<file path="config.mk">
export PLATFORM = sky130hd
export DESIGN_NAME = usvg_div
export DESIGN_NICKNAME = d
export VERILOG_FILES = /design/src/hdl/usvg_pkg.sv /design/src/hdl/usvg_div.sv
export SDC_FILE = /design/constraint.sdc
export NUM_CORES = 2
export LEC_CHECK = 0
export ABC_AREA = 1
export CELL_PAD_IN_SITES_DETAIL_PLACEMENT = 2
export CELL_PAD_IN_SITES_GLOBAL_PLACEMENT = 2
export CORE_AREA = 5 5 444 446
export DETAILED_ROUTE_END_ITERATION = 16
export DIE_AREA = 0 0 449 451
export DONT_BUFFER_PORTS = 1
export HOLD_SLACK_MARGIN = 0.12
export PLACE_DENSITY = 0.84
export SLEW_MARGIN = 0
export SYNTH_ARGS = -nofsm -noshare
export SYNTH_HDL_FRONTEND = slang
export SYNTH_SLANG_ARGS = --single-unit
</file>
<file path="constraint.sdc">
create_clock -name clock -period 39.7 [get_ports clock]
set_clock_uncertainty 0.2 [all_clocks]
set_input_delay 3.97 -clock clock [delete_from_list [all_inputs] [get_ports clock]]
set_output_delay 3.97 -clock clock [all_outputs]
set_load 0.005 [all_outputs]
</file>
<file path="src/hdl/usvg_pkg.sv">
`default_nettype none
// ---------------------------------------------------------------------------
// UV sphere vertex generator: shared package
// Widths, register indexes, pipeline depths, CORDIC angle table and the
// structs that travel between the pipeline sections.
// ---------------------------------------------------------------------------
package usvg_pkg;

   localparam int IDX_W         = 11;
   localparam int RADIUS_W      = 16;
   localparam int CSR_DATA_W    = 16;
   localparam int CSR_INDEX_W   = 2;
   localparam int MAX_DIVISIONS = 1024;

   localparam logic [CSR_INDEX_W-1:0] REG_RADIUS = 2'd0;
   localparam logic [CSR_INDEX_W-1:0] REG_ROWS   = 2'd1;
   localparam logic [CSR_INDEX_W-1:0] REG_COLS   = 2'd2;

   localparam int PHASE_W = 32;
   localparam int QUO_W   = PHASE_W + 1;
   localparam int TEX_W   = 17;
   localparam int POS_W   = 17;
   localparam int NORM_W  = 16;
   localparam int TRIG_W  = 32;

   localparam int DIV_PER_STAGE = 2;
   localparam int DIV_STAGES    = PHASE_W / DIV_PER_STAGE;

   localparam int CORDIC_STEPS     = 24;
   localparam int CORDIC_PER_STAGE = 2;
   localparam int CORDIC_STAGES    = CORDIC_STEPS / CORDIC_PER_STAGE;
   localparam int CORDIC_W         = 34;
   localparam logic signed [CORDIC_W-1:0] CORDIC_GAIN = 34'sd652032874;

   localparam int MUL_STAGES = 4;
   localparam int LATENCY    = 1 + DIV_STAGES + 1 + CORDIC_STAGES + 1 + MUL_STAGES;

   typedef struct packed {
      logic valid;
      logic err;
   } tag_type;

   typedef struct packed {
      logic             valid;
      logic             err;
      logic [TEX_W-1:0] tex_u;
      logic [TEX_W-1:0] tex_v;
   } side_type;

   // atan(2^-k) in turns scaled by 2^32
   function automatic logic signed [CORDIC_W-1:0] atan_turn(input int k);
      logic signed [CORDIC_W-1:0] v;
      case (k)
         0:  v = 34'sd536870912;
         1:  v = 34'sd316933406;
         2:  v = 34'sd167458907;
         3:  v = 34'sd85004756;
         4:  v = 34'sd42667331;
         5:  v = 34'sd21354465;
         6:  v = 34'sd10679838;
         7:  v = 34'sd5340245;
         8:  v = 34'sd2670163;
         9:  v = 34'sd1335087;
         10: v = 34'sd667544;
         11: v = 34'sd333772;
         12: v = 34'sd166886;
         13: v = 34'sd83443;
         14: v = 34'sd41722;
         15: v = 34'sd20861;
         16: v = 34'sd10430;
         17: v = 34'sd5215;
         18: v = 34'sd2608;
         19: v = 34'sd1304;
         20: v = 34'sd652;
         21: v = 34'sd326;
         22: v = 34'sd163;
         23: v = 34'sd81;
         default: v = '0;
      endcase
      return v;
   endfunction

endpackage
`default_nettype wire

</file>
<file path="src/hdl/usvg_div.sv">
`default_nettype none
// ---------------------------------------------------------------------------
// UV sphere vertex generator: phase and texture divider
// Pipelined restoring division of both grid indexes by their counts, two
// quotient bits per stage, then rounding into phases and texture coordinates.
// ---------------------------------------------------------------------------
module usvg_div (
   input  logic                            clock,
   input  logic                            reset,
   input  usvg_pkg::tag_type               in_tag,
   input  logic [usvg_pkg::IDX_W-1:0]      stack_index,
   input  logic [usvg_pkg::IDX_W-1:0]      sector_index,
   input  logic [usvg_pkg::IDX_W-1:0]      row_count,
   input  logic [usvg_pkg::IDX_W-1:0]      col_count,
   output usvg_pkg::side_type              out_side,
   output logic [usvg_pkg::PHASE_W-1:0]    lat_phase,
   output logic [usvg_pkg::PHASE_W-1:0]    lon_phase
);
   import usvg_pkg::*;

   localparam int TEX_TAP = PHASE_W - (TEX_W - 1);
   localparam int LAT_TAP = PHASE_W - 1;
   localparam logic [PHASE_W-1:0] QUARTER_TURN = PHASE_W'(64'h4000_0000);

   typedef struct packed {
      logic [QUO_W-1:0] quo;
      logic [IDX_W-1:0] rem;
      logic [IDX_W-1:0] rem16;
      logic [IDX_W-1:0] rem31;
   } lane_type;

   typedef struct packed {
      tag_type  tag;
      lane_type lane_i;
      lane_type lane_j;
   } stage_type;

   function automatic lane_type lane_init(input logic [IDX_W-1:0] n,
                                          input logic [IDX_W-1:0] d);
      lane_type         l;
      logic [IDX_W:0]   dif;
      dif = {1'b0, n} - {1'b0, d};
      l = '0;
      l.quo = {{PHASE_W{1'b0}}, ~dif[IDX_W]};
      l.rem = dif[IDX_W] ? n : dif[IDX_W-1:0];
      return l;
   endfunction

   function automatic lane_type lane_step(input lane_type l_in,
                                          input logic [IDX_W-1:0] d,
                                          input int n);
      lane_type       l;
      logic [IDX_W:0] dbl;
      logic [IDX_W:0] dif;
      logic           qbit;
      l    = l_in;
      dbl  = {l.rem, 1'b0};
      dif  = dbl - {1'b0, d};
      qbit = ~dif[IDX_W];
      l.rem = qbit ? dif[IDX_W-1:0] : dbl[IDX_W-1:0];
      l.quo = {l.quo[QUO_W-2:0], qbit};
      if (n == TEX_TAP) begin
         l.rem16 = l.rem;
      end
      if (n == LAT_TAP) begin
         l.rem31 = l.rem;
      end
      return l;
   endfunction

   stage_type pipe     [DIV_STAGES+1];
   stage_type stage_ff [DIV_STAGES];
   stage_type stage_in [DIV_STAGES];

   always_comb begin
      pipe[0].tag    = in_tag;
      pipe[0].lane_i = lane_init(stack_index, row_count);
      pipe[0].lane_j = lane_init(sector_index, col_count);
   end

   for (genvar s = 0; s < DIV_STAGES; s++) begin : g_stage
      always_comb begin
         stage_type cur;
         cur = pipe[s];
         for (int k = 0; k < DIV_PER_STAGE; k++) begin
            cur.lane_i = lane_step(cur.lane_i, row_count, s * DIV_PER_STAGE + k + 1);
            cur.lane_j = lane_step(cur.lane_j, col_count, s * DIV_PER_STAGE + k + 1);
         end
         stage_in[s] = cur;
      end

      always_ff @(posedge clock) begin
         if (reset) begin
            stage_ff[s].tag.valid <= 1'b0;
         end else begin
            stage_ff[s] <= stage_in[s];
         end
      end

      assign pipe[s+1] = stage_ff[s];
   end

   // round half up: remainder at or above ceil(count/2) bumps the quotient
   side_type           out_side_ff, out_side_in;
   logic [PHASE_W-1:0] lat_phase_ff, lat_phase_in;
   logic [PHASE_W-1:0] lon_phase_ff, lon_phase_in;
   logic [IDX_W-1:0]   half_rows, half_cols;
   logic [QUO_W-1:0]   lon_round;
   logic [PHASE_W-1:0] lat_round;
   stage_type          last;

   always_comb begin
      last      = pipe[DIV_STAGES];
      half_rows = row_count - (row_count >> 1);
      half_cols = col_count - (col_count >> 1);
      lon_round = last.lane_j.quo + QUO_W'(last.lane_j.rem >= half_cols);
      lat_round = last.lane_i.quo[QUO_W-1:1] + PHASE_W'(last.lane_i.rem31 >= half_rows);
      lat_phase_in = QUARTER_TURN - lat_round;
      lon_phase_in = lon_round[PHASE_W-1:0];
      out_side_in.valid = last.tag.valid;
      out_side_in.err   = last.tag.err;
      out_side_in.tex_u = last.lane_j.quo[QUO_W-1:QUO_W-TEX_W]
                          + TEX_W'(last.lane_j.rem16 >= half_cols);
      out_side_in.tex_v = last.lane_i.quo[QUO_W-1:QUO_W-TEX_W]
                          + TEX_W'(last.lane_i.rem16 >= half_rows);
   end

   always_ff @(posedge clock) begin
      if (reset) begin
         out_side_ff.valid <= 1'b0;
      end else begin
         out_side_ff  <= out_side_in;
         lat_phase_ff <= lat_phase_in;
         lon_phase_ff <= lon_phase_in;
      end
   end

   assign out_side  = out_side_ff;
   assign lat_phase = lat_phase_ff;
   assign lon_phase = lon_phase_ff;

endmodule
`default_nettype wire

</file>
==> flow_results.xml <==
<?xml version="1.0" encoding="UTF-8"?>
<metrics>
  <group name="outcome">
    <metric name="status" unit="">finished clean</metric>
  </group>
  <group name="floorplan">
    <metric name="core_area" unit="µm²">192200</metric>
    <metric name="die-width" unit="µm">449</metric>
    <metric name="num_rows" unit="">161</metric>
    <metric name="initial_utilization" unit="">0.4192</metric>
    <metric name="fp.dieArea" unit="µm²">202500</metric>
    <metric name="ioPinCount" unit="">148</metric>
    <metric name="dieHeight" unit="µm">451</metric>
  </group>
  <group name="yosys">
    <metric name="yosys-top-cells-count" unit="">sky130_fd_sc_hd__nand2_1, sky130_fd_sc_hd__edfxtp_1, sky130_fd_sc_hd__ha_1, sky130_fd_sc_hd__inv_1, sky130_fd_sc_hd__a21oi_1</metric>
    <metric name="seq_area_frac_synth" unit="">0.4582</metric>
    <metric name="postSynth.asyncResetShare" unit="">0</metric>
    <metric name="syn_std_cell_area" unit="µm²">80570</metric>
    <metric name="synth_seq_cells" unit="">1235</metric>
    <metric name="synth_enable_flop_cells" unit="">1218</metric>
    <metric name="synth_top_cells_by_area" unit="">sky130_fd_sc_hd__edfxtp_1, sky130_fd_sc_hd__ha_1, sky130_fd_sc_hd__nand2_1</metric>
    <metric name="synth_area_per_cell" unit="µm²">9.346</metric>
    <metric name="synth_top_area_share" unit="">0.4540</metric>
    <metric name="synthMostInstantiatedCell" unit="">sky130_fd_sc_hd__nand2_1</metric>
    <metric name="postSynthCellCount" unit="">8620</metric>
    <metric name="synth_top_flop_cell" unit="">sky130_fd_sc_hd__edfxtp_1</metric>
    <metric name="yosysWarnings" unit="">0</metric>
    <metric name="number_of_unique_standard_cell_types_used_by_synthesis" unit="">57</metric>
    <metric name="yosysTopAreaCell" unit="">sky130_fd_sc_hd__edfxtp_1</metric>
    <metric name="synth.net_count" unit="">9475</metric>
  </group>
  <group name="grt">
    <metric name="number_of_global_route_vias_before_repair" unit="">76112</metric>
    <metric name="largest_net_degree_at_the_start_of_global_routing" unit="">186</metric>
    <metric name="globalRouteTotalUtil" unit="">0.2974</metric>
    <metric name="final_global_route_overflow_total" unit="">0</metric>
    <metric name="grt_first_pass_wirelength" unit="µm">469800</metric>
    <metric name="antenna_found_initial" unit="">4</metric>
  </group>
  <group name="cells_and_area">
    <metric name="design_area" unit="µm²">88180</metric>
    <metric name="drive_gt1_frac" unit="">0.04707</metric>
    <metric name="layout-area-overhead-vs-synth" unit="%">9.453</metric>
    <metric name="utilization" unit="">0.4589</metric>
    <metric name="nFillCells" unit="">20539</metric>
    <metric name="fin_nets" unit="">9535</metric>
  </group>
  <group name="cts">
    <metric name="cts.path.max_buffers" unit="">3</metric>
    <metric name="root_buffer" unit="">sky130_fd_sc_hd__clkbuf_16</metric>
    <metric name="post_cts.resized_instances" unit="">0</metric>
    <metric name="cts.htree.levels" unit="">4</metric>
    <metric name="worstSkewPairLatency" unit="ps">850</metric>
    <metric name="worst_setup_hold_path_clk_slew" unit="ps">60</metric>
    <metric name="cts_tree" unit="">done</metric>
    <metric name="cts_setup_buffers" unit="">0</metric>
    <metric name="postCtsHoldBufs" unit="">0</metric>
    <metric name="cts_num_sinks" unit="">1235</metric>
    <metric name="cts_buffers" unit="">147</metric>
  </group>
  <group name="timing">
    <metric name="slew_headroom" unit="">0.09918</metric>
    <metric name="timing.final.crit_share" unit="">0.2599</metric>
    <metric name="total_neg_setup_slack" unit="ps">0</metric>
    <metric name="worstMarginPinSlew" unit="ps">1345</metric>
    <metric name="timing_max_transition_violations_final" unit="">0</metric>
    <metric name="setup_violation_total_in_the_final_timing_report" unit="">0</metric>
    <metric name="hold_viol_final" unit="">0</metric>
    <metric name="fmax" unit="GHz">0.09692</metric>
    <metric name="grt_setup_unrepaired" unit="">no</metric>
    <metric name="post-route-min-period" unit="ps">10320</metric>
  </group>
  <group name="min_path">
    <metric name="timing.hold.worst.start" unit="">stage_ff[1][514]</metric>
    <metric name="timing.hold.worst.class" unit="">flop to flop</metric>
  </group>
  <group name="route">
    <metric name="detail_route.first_pass.iterations" unit="">7</metric>
    <metric name="totalWireLength" unit="µm">309400</metric>
    <metric name="ant_nets" unit="">0</metric>
    <metric name="drc" unit="">0</metric>
    <metric name="wire_length_per_cell" unit="µm">27.32</metric>
    <metric name="post_dr_vias_cell" unit="">5.949</metric>
    <metric name="dr.first_iter.drc_count" unit="">4038</metric>
    <metric name="via_count" unit="">67380</metric>
  </group>
  <group name="worst_setup_path">
    <metric name="r2r-start" unit="">stage_ff[1][834]</metric>
    <metric name="critical_path_required" unit="ps">40030</metric>
    <metric name="setup.worst_path.start_class" unit="">primary input</metric>
    <metric name="critical_path.startpoint" unit="">col_count[8]</metric>
    <metric name="element_type_at_the_critical_path_end" unit="">flop</metric>
    <metric name="critical_path_peak_fanout" unit="">24</metric>
    <metric name="criticalPathCategory" unit="">primary input to flop</metric>
    <metric name="timing.critical_path.arrival" unit="ps">10650</metric>
  </group>
  <group name="placed_design">
    <metric name="port_buffers" unit="">0</metric>
    <metric name="hpwlAfterDp" unit="µm">218300</metric>
    <metric name="place_area" unit="µm²">83340</metric>
    <metric name="globalplace.congestion" unit="">0.8581</metric>
  </group>
  <group name="job">
    <metric name="timing.max_cap.violations" unit="">0</metric>
  </group>
</metrics>
-- state kept, by name, indices dropped and copies added, names as in the netlist --
signal and cells:
stage_ff 1135, lat_phase 32, lon_phase 32, out_side 36
-- worst max-delay path, stage by stage --
cell                       delay [ps]
sky130_fd_sc_hd__inv_2            210
sky130_fd_sc_hd__buf_4            350
sky130_fd_sc_hd__buf_4            610
sky130_fd_sc_hd__ha_1             380
sky130_fd_sc_hd__nand2_1          150
sky130_fd_sc_hd__nor3_1           410
sky130_fd_sc_hd__nand2_1          230
sky130_fd_sc_hd__nand3_1          170
sky130_fd_sc_hd__nand2_1          130
sky130_fd_sc_hd__nand2_2          210
sky130_fd_sc_hd__inv_2            180
sky130_fd_sc_hd__o21ai_0          490
sky130_fd_sc_hd__ha_1             340
sky130_fd_sc_hd__nand2_1          160
sky130_fd_sc_hd__nor3_1           310
sky130_fd_sc_hd__inv_1            130
sky130_fd_sc_hd__nor3_1           240
sky130_fd_sc_hd__nand2_1          100
sky130_fd_sc_hd__and3_1           190
sky130_fd_sc_hd__o211ai_1         570
sky130_fd_sc_hd__nand2_1          640
sky130_fd_sc_hd__nand2_1          260
sky130_fd_sc_hd__nand2_1          130
-- metal layers --
layer,vias up,GRT usage,routed length [µm]
li1,30449,-,-
met1,33940,0.3117,113500
met2,1984,0.5655,163900
met3,1005,0.04169,11260
met4,2,0.1722,20690
met5,-,0,14
-- per-stage QoR --
stage | setup WS [ps] | hold slack, ps | instances
after floorplan | 10280 | 188.3 | 8620
after global placement | 29510 | 190.6 | 11057
after detailed placement | 29110 | 204.1 | 11057
after CTS | 29560 | 195.8 | 11322
after global routing | 29290 | 200.6 | 11323
final | 29380 | 191.5 | 11326
-- area by class of cell --
class                   count  area (µm²)  area share
multi-input cells        6537       40140      0.4552
inverters                 697        2631     0.02984
diodes                      4       10.01   0.0001135
flip-flops and latches   1235       36920      0.4186
clock buffers             170        3817     0.04329
repair buffers             62       490.5    0.005562
clock inverters            95        1015     0.01151
well taps                2526        3161     0.03584
-- cells by family (layout without fill, tap and decap cells) --
| family | after synthesis | count (layout) | share of synthesized area |
|---|---|---|---|
| adders and majority gates | 807 | 807 | 0.1287 |
| other | 0 | 4 | 0 |
| AOI/OAI and AO/OA | 1621 | 1621 | 0.1142 |
| buffers and inverters | 848 | 1024 | 0.04355 |
| and+or+nand+nor | 3416 | 3416 | 0.1800 |
| DFF | 1235 | 1235 | 0.4582 |
| xor gates and xnor gates | 693 | 693 | 0.07534 |
-- path summary, 6_finish.rpt --
check,endpoint,slack (ps),cells after the start
max,stage_ff[0][961],29380,23
min,stage_ff[1][650],190,0
max reg2reg,stage_ff[1][961],33140,20
min reg2reg,stage_ff[1][650],190,0
-- cell usage in the layout, fill, tap and decap left out, types with 30 or more instances in the layout --
cell type	n
sky130_fd_sc_hd__clkbuf_16	149
sky130_fd_sc_hd__nand4_1	120
sky130_fd_sc_hd__a21o_1	120
sky130_fd_sc_hd__a21oi_1	634
sky130_fd_sc_hd__nor2_1	341
sky130_fd_sc_hd__inv_2	50
sky130_fd_sc_hd__nor3_1	131
sky130_fd_sc_hd__xor2_1	455
sky130_fd_sc_hd__o21ai_0	503
sky130_fd_sc_hd__fa_1	36
sky130_fd_sc_hd__inv_1	642
sky130_fd_sc_hd__a31oi_1	75
sky130_fd_sc_hd__edfxtp_1	1218
sky130_fd_sc_hd__o2111ai_1	32
sky130_fd_sc_hd__o211ai_1	31
sky130_fd_sc_hd__xnor2_1	238
sky130_fd_sc_hd__nand2_1	2085
sky130_fd_sc_hd__o21ai_1	58
sky130_fd_sc_hd__nand3_1	613
sky130_fd_sc_hd__nand3b_1	36
sky130_fd_sc_hd__and3_1	32
sky130_fd_sc_hd__nand2_2	30
sky130_fd_sc_hd__clkinv_1	35
sky130_fd_sc_hd__buf_4	60
sky130_fd_sc_hd__o21bai_1	41
sky130_fd_sc_hd__ha_1	771
Power is left out: the tool's default activity adds up to more than one toggle a clock period on the data nets, which glitch-free logic cannot reach.
